### src/sv/maps_line_range_finder_assert.svh
// assertion macros for the maps line range finder
// no dependencies; taken in by the top level
`ifndef MAPS_LINE_RANGE_FINDER_ASSERT_SVH
`define MAPS_LINE_RANGE_FINDER_ASSERT_SVH

// same-cycle implication under reset
`define LRF_ASSERT_NOW(label, clk, rst_n, ante, cons) \
	label: assert property (@(posedge clk) disable iff (!rst_n) (ante) |-> (cons)) \
		else $error("lrf assertion failed");

// next-cycle implication under reset
`define LRF_ASSERT_NEXT(label, clk, rst_n, ante, cons) \
	label: assert property (@(posedge clk) disable iff (!rst_n) (ante) |=> (cons)) \
		else $error("lrf assertion failed");

`endif

### src/sv/lrf_pkg.sv
// shared widths, character codes and beat types for the range finder
// no dependencies
package lrf_pkg;

	localparam int ADDR_W     = 64;
	localparam int LEN_W      = 13;
	localparam int LINE_LIMIT = 4096;

	localparam logic [7:0] CH_NEWLINE = 8'h0A;
	localparam logic [7:0] CH_DASH    = 8'h2D;
	localparam logic [7:0] CH_ZERO    = 8'h30;
	localparam logic [7:0] CH_NINE    = 8'h39;
	localparam logic [7:0] CH_A       = 8'h61;
	localparam logic [7:0] CH_F       = 8'h66;
	localparam logic [3:0] ALPHA_BIAS = 4'd9;

	// one registered text beat
	typedef struct packed {
		logic       valid;
		logic [7:0] text_byte;
		logic       end_of_stream;
	} beat_t;

	// one result beat payload
	typedef struct packed {
		logic              found;
		logic [ADDR_W-1:0] range_low;
		logic [ADDR_W-1:0] range_high;
	} result_t;

endpackage

### src/sv/lrf_ifs.sv
// valid/ready channel interfaces for text bytes and results
// depends on lrf_pkg for widths

interface lrf_byte_if;
	logic       valid;
	logic       ready;
	logic [7:0] text_byte;
	logic       end_of_stream;

	modport source (output valid, output text_byte, output end_of_stream, input ready);
	modport sink   (input valid, input text_byte, input end_of_stream, output ready);
endinterface

interface lrf_result_if;
	logic                      valid;
	logic                      ready;
	logic                      found;
	logic [lrf_pkg::ADDR_W-1:0] range_low;
	logic [lrf_pkg::ADDR_W-1:0] range_high;

	modport source (output valid, output found, output range_low, output range_high,
		input ready);
	modport sink   (input valid, input found, input range_low, input range_high,
		output ready);
endinterface

### src/sv/lrf_in_stage.sv
// input register stage: holds one text beat until the parser takes it
// depends on lrf_pkg and lrf_byte_if
module lrf_in_stage (
	input  logic           clk,
	input  logic           arst_n,
	lrf_byte_if.sink       text,
	input  logic           advance,
	output lrf_pkg::beat_t beat
);
	import lrf_pkg::*;

	logic       valid_s1;
	logic [7:0] byte_s1;
	logic       eos_s1;

	// free when empty or when the held beat moves on
	assign text.ready = !valid_s1 || advance;

	// valid flag
	always_ff @(posedge clk or negedge arst_n) begin
		if (!arst_n) begin
			valid_s1 <= 1'b0;
		end else if (text.ready) begin
			valid_s1 <= text.valid;
		end
	end

	// payload
	always_ff @(posedge clk) begin
		if (text.valid && text.ready) begin
			byte_s1 <= text.text_byte;
			eos_s1  <= text.end_of_stream;
		end
	end

	assign beat = '{valid: valid_s1, text_byte: byte_s1, end_of_stream: eos_s1};

endmodule

### src/sv/lrf_parser.sv
// line parser: hex accumulators, line length and match decision per byte
// depends on lrf_pkg
module lrf_parser (
	input  logic                       clk,
	input  logic                       arst_n,
	input  lrf_pkg::beat_t             beat,
	input  logic [lrf_pkg::ADDR_W-1:0] search_address,
	input  logic                       advance,
	output logic                       pending,
	output lrf_pkg::result_t           res
);
	import lrf_pkg::*;

	typedef enum logic [2:0] {
		PH_LOW  = 3'd0,
		PH_HIGH = 3'd1,
		PH_TAIL = 3'd2,
		PH_DEAD = 3'd3,
		PH_SKIP = 3'd4,
		PH_DONE = 3'd5
	} phase_t;

	phase_t            phase_q, u_phase, n_phase, d_phase;
	logic [ADDR_W-1:0] low_q, high_q, u_low, u_high, n_low, n_high, d_low, d_high;
	logic [LEN_W-1:0]  len_q, u_len, n_len;
	logic              is_nl, is_num, is_alpha, is_digit, at_limit, decide_ok, hit;
	logic [3:0]        digit;

	// character classes
	always_comb begin
		is_nl    = (beat.text_byte == CH_NEWLINE);
		is_num   = (beat.text_byte >= CH_ZERO) && (beat.text_byte <= CH_NINE);
		is_alpha = (beat.text_byte >= CH_A) && (beat.text_byte <= CH_F);
		is_digit = is_num || is_alpha;
		digit    = is_num ? beat.text_byte[3:0] : beat.text_byte[3:0] + ALPHA_BIAS;
	end

	// field update for a non-newline byte
	always_comb begin
		u_phase = phase_q;
		u_low   = low_q;
		u_high  = high_q;
		unique case (phase_q)
			PH_LOW: begin
				if (is_digit) u_low = {low_q[ADDR_W-5:0], digit};
				else if (beat.text_byte == CH_DASH) u_phase = PH_HIGH;
				else u_phase = PH_DEAD;
			end
			PH_HIGH: begin
				if (is_digit) u_high = {high_q[ADDR_W-5:0], digit};
				else u_phase = PH_TAIL;
			end
			default: ;
		endcase
		u_len    = len_q + LEN_W'(1);
		at_limit = ({1'b0, u_len} >= (LEN_W+1)'(LINE_LIMIT));
	end

	// decision on current fields at a newline, on updated ones at the limit
	always_comb begin
		d_phase   = is_nl ? phase_q : u_phase;
		d_low     = is_nl ? low_q : u_low;
		d_high    = is_nl ? high_q : u_high;
		decide_ok = ((d_phase == PH_HIGH) || (d_phase == PH_TAIL)) &&
			(d_low < d_high) && (search_address >= d_low) && (search_address < d_high);
	end

	// next state and result
	always_comb begin
		n_phase = phase_q;
		n_low   = low_q;
		n_high  = high_q;
		n_len   = len_q;
		hit     = 1'b0;
		if (phase_q == PH_DONE) begin
			// bytes after a match are ignored
		end else if (is_nl) begin
			if (phase_q != PH_SKIP && decide_ok) begin
				hit     = 1'b1;
				n_phase = PH_DONE;
			end else begin
				n_phase = PH_LOW;
				n_low   = '0;
				n_high  = '0;
				n_len   = '0;
			end
		end else if (phase_q != PH_SKIP) begin
			n_phase = u_phase;
			n_low   = u_low;
			n_high  = u_high;
			n_len   = u_len;
			if (at_limit) begin
				if (decide_ok) begin
					hit     = 1'b1;
					n_phase = PH_DONE;
				end else begin
					n_phase = PH_SKIP;
				end
			end
		end
		pending = hit || (beat.end_of_stream && n_phase != PH_DONE);
		res.found      = hit;
		res.range_low  = hit ? d_low : '0;
		res.range_high = hit ? d_high : '0;
		// end of stream clears everything
		if (beat.end_of_stream) begin
			n_phase = PH_LOW;
			n_low   = '0;
			n_high  = '0;
			n_len   = '0;
		end
	end

	// state registers
	always_ff @(posedge clk or negedge arst_n) begin
		if (!arst_n) begin
			phase_q <= PH_LOW;
			low_q   <= '0;
			high_q  <= '0;
			len_q   <= '0;
		end else if (advance) begin
			phase_q <= n_phase;
			low_q   <= n_low;
			high_q  <= n_high;
			len_q   <= n_len;
		end
	end

endmodule

### src/sv/lrf_out_reg.sv
// result register driving the result channel
// depends on lrf_pkg and lrf_result_if
module lrf_out_reg (
	input  logic             clk,
	input  logic             arst_n,
	input  logic             load,
	input  lrf_pkg::result_t res,
	output logic             busy,
	lrf_result_if.source     result
);
	import lrf_pkg::*;

	logic    valid_q;
	result_t data_q;

	// held result not yet taken
	assign busy = valid_q && !result.ready;

	// valid flag
	always_ff @(posedge clk or negedge arst_n) begin
		if (!arst_n) begin
			valid_q <= 1'b0;
		end else if (load) begin
			valid_q <= 1'b1;
		end else if (result.ready) begin
			valid_q <= 1'b0;
		end
	end

	// payload
	always_ff @(posedge clk) begin
		if (load) begin
			data_q <= res;
		end
	end

	assign result.valid      = valid_q;
	assign result.found      = data_q.found;
	assign result.range_low  = data_q.range_low;
	assign result.range_high = data_q.range_high;

endmodule

### src/sv/maps_line_range_finder.sv
// path: an accepted byte is held in the input stage; any result it gives is loaded into the result register
// throughput: one text byte per cycle; a byte only waits while its own result
// cannot enter the result register because the previous one is still held
// reset: arst_n clears the parse state, search address and both valid flags
// depends on lrf_pkg, lrf_ifs, lrf_in_stage, lrf_parser, lrf_out_reg
module maps_line_range_finder (
	input  logic                       clk,
	input  logic                       arst_n,
	lrf_byte_if.sink                   text,
	lrf_result_if.source               result,
	input  logic                       cfg_wr_en,
	input  logic [lrf_pkg::ADDR_W-1:0] cfg_wr_data
);
	import lrf_pkg::*;

	`include "maps_line_range_finder_assert.svh"

	beat_t             beat;
	result_t           res;
	logic              pending, busy, advance;
	logic [ADDR_W-1:0] search_q;

	// search address register
	always_ff @(posedge clk or negedge arst_n) begin
		if (!arst_n) begin
			search_q <= '0;
		end else if (cfg_wr_en) begin
			search_q <= cfg_wr_data;
		end
	end

	// a held byte moves on unless its result would hit a full register
	assign advance = beat.valid && !(pending && busy);

	lrf_in_stage u_in (
		.clk     (clk),
		.arst_n  (arst_n),
		.text    (text),
		.advance (advance),
		.beat    (beat)
	);

	lrf_parser u_parse (
		.clk            (clk),
		.arst_n         (arst_n),
		.beat           (beat),
		.search_address (search_q),
		.advance        (advance),
		.pending        (pending),
		.res            (res)
	);

	lrf_out_reg u_out (
		.clk    (clk),
		.arst_n (arst_n),
		.load   (advance && pending),
		.res    (res),
		.busy   (busy),
		.result (result)
	);

	// checks
	`LRF_ASSERT_NOW(a_notfound_zero, clk, arst_n, result.valid && !result.found, result.range_low == '0 && result.range_high == '0)
	`LRF_ASSERT_NOW(a_found_in_range, clk, arst_n, result.valid && result.found, result.range_low <= search_q && search_q < result.range_high)
	`LRF_ASSERT_NEXT(a_load_shows, clk, arst_n, advance && pending, result.valid)
	`LRF_ASSERT_NOW(a_stall_cause, clk, arst_n, beat.valid && !advance, result.valid && !result.ready)

endmodule

### src/flat_wrapper.sv
// flat-port wrapper written by rule: the top's interface ports become plain ports
module maps_line_range_finder_flat import lrf_pkg::*;
  (clk, arst_n, cfg_wr_en, cfg_wr_data, text_valid, text_text_byte, text_end_of_stream, text_ready, result_valid, result_found, result_range_low, result_range_high, result_ready);
  lrf_byte_if text_i ();
  lrf_result_if result_i ();
  input  logic clk;
  input  logic arst_n;
  input  logic cfg_wr_en;
  input  logic [lrf_pkg::ADDR_W-1:0] cfg_wr_data;
  input wire logic [$bits(text_i.valid)-1:0] text_valid;
  input wire logic [$bits(text_i.text_byte)-1:0] text_text_byte;
  input wire logic [$bits(text_i.end_of_stream)-1:0] text_end_of_stream;
  output wire logic [$bits(text_i.ready)-1:0] text_ready;
  output wire logic [$bits(result_i.valid)-1:0] result_valid;
  output wire logic [$bits(result_i.found)-1:0] result_found;
  output wire logic [$bits(result_i.range_low)-1:0] result_range_low;
  output wire logic [$bits(result_i.range_high)-1:0] result_range_high;
  input wire logic [$bits(result_i.ready)-1:0] result_ready;
  assign text_i.valid = text_valid;
  assign text_i.text_byte = text_text_byte;
  assign text_i.end_of_stream = text_end_of_stream;
  assign text_ready = text_i.ready;
  assign result_valid = result_i.valid;
  assign result_found = result_i.found;
  assign result_range_low = result_i.range_low;
  assign result_range_high = result_i.range_high;
  assign result_i.ready = result_ready;
  maps_line_range_finder u_core (.clk(clk), .arst_n(arst_n), .text(text_i), .result(result_i), .cfg_wr_en(cfg_wr_en), .cfg_wr_data(cfg_wr_data));
endmodule
### config.mk
export PLATFORM = sky130hd
export DESIGN_NAME = maps_line_range_finder_flat
export DESIGN_NICKNAME = d
export VERILOG_FILES = /design/src/sv/lrf_pkg.sv /design/src/sv/lrf_ifs.sv /design/src/sv/lrf_in_stage.sv /design/src/sv/lrf_parser.sv /design/src/sv/lrf_out_reg.sv /design/src/sv/maps_line_range_finder.sv /design/src/flat_wrapper.sv
export VERILOG_INCLUDE_DIRS = /design/src /design/src/sv
export SDC_FILE = /design/constraint.sdc
export NUM_CORES = 1
export LEC_CHECK = 0
export ABC_AREA = 1
export BUFFER_PORTS_ARGS = -buffer_cell sky130_fd_sc_hd__clkbuf_2
export CAP_MARGIN = 10
export CORE_MARGIN = 1
export CORE_UTILIZATION = 40
export DETAILED_ROUTE_END_ITERATION = 8
export GPL_TIMING_DRIVEN = 0
export PLACE_DENSITY_LB_ADDON = 0.08
export SYNTH_ARGS = -nofsm -noshare
export SYNTH_HDL_FRONTEND = slang
export SYNTH_HIERARCHICAL = 1
export SYNTH_SLANG_ARGS = --single-unit
### constraint.sdc
create_clock -name clk -period 7.2 [get_ports clk]
set_clock_uncertainty 0.15 [all_clocks]
set_input_delay 0.36 -clock clk [delete_from_list [all_inputs] [get_ports clk]]
set_output_delay 0.36 -clock clk [all_outputs]
set_load 0.005 [all_outputs]
==> flow_metrics.env <==
export IMPL_slew_headroom_pct=45.8
export IMPL_antennaDiodeCount=0
export IMPL_hold_viol=0
export IMPL_regArea_sq_mm=0.00940
export IMPL_synth_top_cell_by_area="dfrtp_1"
export IMPL_place_congestion=0.840
export IMPL_synth_cells=2503
export IMPL_die_height_microns=230
export IMPL_ir_worst_vdd_mv=0.157
export IMPL_crit_fanout=10
export IMPL_finish_net_count=3112
export IMPL_grt_max_degree=97
export IMPL_synth_distinct_cells=48
export IMPL_clk_pin_slew_ns=0.06
export IMPL_mostFrequentLayoutCell="nand2_1"
export IMPL_avgSynthCellArea_sq_um=8.32
export IMPL_top_layer_used="met4"
export IMPL_grt_pass1_wl_microns=100000
export IMPL_endpoint_kind="output pin"
export IMPL_fmax_ghz=0.146
export IMPL_yosys_most_used_dff="dfrtp_1"
export IMPL_grt_pass1_vias=17896
export IMPL_syn_to_final_growth_pct=21.6
export IMPL_clkLatencyLatePin_ns=0.58
export IMPL_powerDensity_mw_per_mm2=234
export IMPL_port_buffers=208
export IMPL_worst_pin_slew_ns=0.813
export IMPL_multi_input_area_sq_mm=0.0102
export IMPL_drt_iter0_drc=1496
export IMPL_drive_gt1_share_pct=15.6
export IMPL_fillers=4975
export IMPL_cp_required_ns=6.69
export IMPL_setup_viol=0
export IMPL_detail_route_wl_per_cell_microns=18.1
export IMPL_core_region_area_sq_mm=0.0514
export IMPL_ant_nets=0
export IMPL_rsz0062_at_grt="no"
export IMPL_drcViolationCount=0
export IMPL_setup_tns_ns=0
export IMPL_die_x_microns=230
export IMPL_yosys_top_cells_area="dfrtp_1 25%, edfxtp_1 20%, ha_1 12%"
export IMPL_final_min_clock_period_ns=6.84
export IMPL_htree_num_levels=2
export IMPL_vias_per_cell=5.21
export IMPL_period_share_pct=95.0
export IMPL_yosys_area_top_type_share_pct=25.2
export IMPL_dieArea_sq_mm=0.0530
export IMPL_drt_first_pass_iters=5
export IMPL_yosys_warnings=6
export IMPL_final_cell_mix="621 x nand2_1, 384 x nor2_1, 220 x clkbuf_2"
export IMPL_syn_num_nets=2777
export IMPL_rows=83
export IMPL_p_total_w=0.00592
export IMPL_clock_sinks=348
export IMPL_max_cap_violations=0
export IMPL_min_path_type="input pin to asynchronous set/reset pin"
export IMPL_cp_start_kind="flop"
export IMPL_dp_hpwl_microns=47600
export IMPL_grtUsageTotal_pct=24.2
export IMPL_synthArstFlopShare_pct=60.3
export IMPL_drv_slew=0
export IMPL_clockBufferDepth=3
export IMPL_total_leakage_power_nw=12.0
export IMPL_dr_wl_met2_microns=29400
export IMPL_wl_met1_microns=29600
export IMPL_synth_edf_count=138
export IMPL_totalWireLength_microns=64200
export IMPL_pin_count=209
export IMPL_ys_seq_elements=348
export IMPL_cts_tree="done"
export IMPL_yosysSeqAreaShare_pct=45.1
export IMPL_worstPathArrival_ns=6.33
export IMPL_status="completed"
export IMPL_crit_slowest_cell="edfxtp_1"
export IMPL_cts_buffers=42
export IMPL_critical_path_max_stage_delay_ns=0.45
export IMPL_start_util_pct=40.5
export IMPL_via_count=18502
export IMPL_wl_met3_microns=3060
export IMPL_cts_root_buf="clkbuf_16"
export IMPL_grt_antenna_before_repair=1
export IMPL_critical_path_class="flop to output pin"
export IMPL_netlist_area_sq_mm=0.0208
export IMPL_grt_overflow=0
==> power by group <==
part / switching [W] / internal, W / total, W
logic: 0.000889 / 0.000518 / 0.00141
registers: 0.000103 / 0.00220 / 0.00230
clock network: 0.000881 / 0.00133 / 0.00221
==> flip-flops by register name, summed over array words and instances (netlist names) <==
register                        cells
u_core/u_out/result.valid           1
u_core/u_out/result.range_high     64
u_core/u_in/eos_s1                  1
u_core/u_in/valid_s1                1
u_core/u_parse/low_q               64
u_core/u_out/result.found           1
u_core/u_in/byte_s1                 8
u_core/u_parse/len_q               13
u_core/u_parse/high_q              64
u_core/u_out/result.range_low      64
u_core/search_q                    64
u_core/u_parse/phase_q              3
==> worst max-delay path: cells and delay by family, from the launching register on <==
family,cells,cell delay [ns]
flip-flops,1,0.45
buffers and inverters,9,1.24
AND/OR/NAND/NOR,12,1.77
adder cells (fa/ha/maj),2,0.56
AO/OA/AOI/OAI,8,1.72
==> Yosys cell counts, drive strengths merged (2+ instances only) <==
library cell / instances
nand2: 626
nor2: 408
o21ai: 288
a21oi: 219
dfrtp: 210
ha: 196
edfxtp: 138
inv: 132
clkbuf: 76
buf: 56
nand3: 35
nand4: 29
nor3: 15
a211oi: 13
o221ai: 8
o211ai: 7
xor2: 7
nor4: 6
o21a: 5
and3: 3
o2111ai: 3
a2111oi: 2
a31oi: 2
clkinv: 2
nor4b: 2
o221a: 2
o22ai: 2
or2: 2
xnor2: 2
==> repair_timing <==
action | CTS | global route
buffers inserted | 2 | 1
hold buffers | 76 | 0
setup endpoints to repair | 404 | 275
pin swaps | 0 | 1
hold endpoints to repair | 189 | 0
gates resized for setup | 34 | 69
==> stage by stage <==
stage                     cells  util, %  cell area [sq um]  setup WS (ns)  hold WS (ns)
after floorplan            2503        -              20800          0.666       -0.0856
after global placement     3391     44.2              22700          -3.06         0.313
after detailed placement   3396     44.4              22800          -1.37         0.149
after CTS                  3551     48.9              25200        0.00376        0.0936
after global routing       3552     49.2              25300        0.00512         0.123
final                      3552     49.2              25300          0.359         0.103
==> final cells by class <==
class	instances	share of cell area, %
Buffer	131	3.75
Clock buffer	53	4.61
Clock inverter	25	1.03
Inverter	134	2.01
Multi-Input combinational cell	1889	40.4
Sequential cell	348	37.1
Tap cell	680	3.36
Timing Repair Buffer	292	7.69
==> path summary, 6_finish.rpt <==
kind                            depth (start not counted)  slack [ns]                                end                   start
worst max-delay path                                   31        0.36                         text_ready  u_core/u_in/byte_s1[1]
worst min-delay path                                    2        0.10                u_core/search_q[59]                  arst_n
worst max register to register                         31        0.56  u_core/u_out/result.range_low[25]  u_core/u_in/byte_s1[1]
worst min register to register                          2        0.33                 u_core/search_q[0]      u_core/search_q[0]
max in group asynchronous                               4        5.50                u_core/search_q[25]                  arst_n
min in group clk                                        4        0.18                u_core/search_q[60]               cfg_wr_en
==> metal layers <==
metal,vias to the layer above,GRT usage [%]
met2,515,38.3
met3,97,2.79
met4,0,9.71
met1,8791,33.7
met5,-,0
li1,9099,-
==> cells by family after synthesis <==
kind of cell	after synthesis	synth area share (%)
flops	348	45.1
xor+xnor	9	0.379
buf+inv	266	6.80
fa+ha+maj	196	11.8
simple gates	1129	21.8
compound gates	555	14.1
Power figures use the tool's default switching activity.
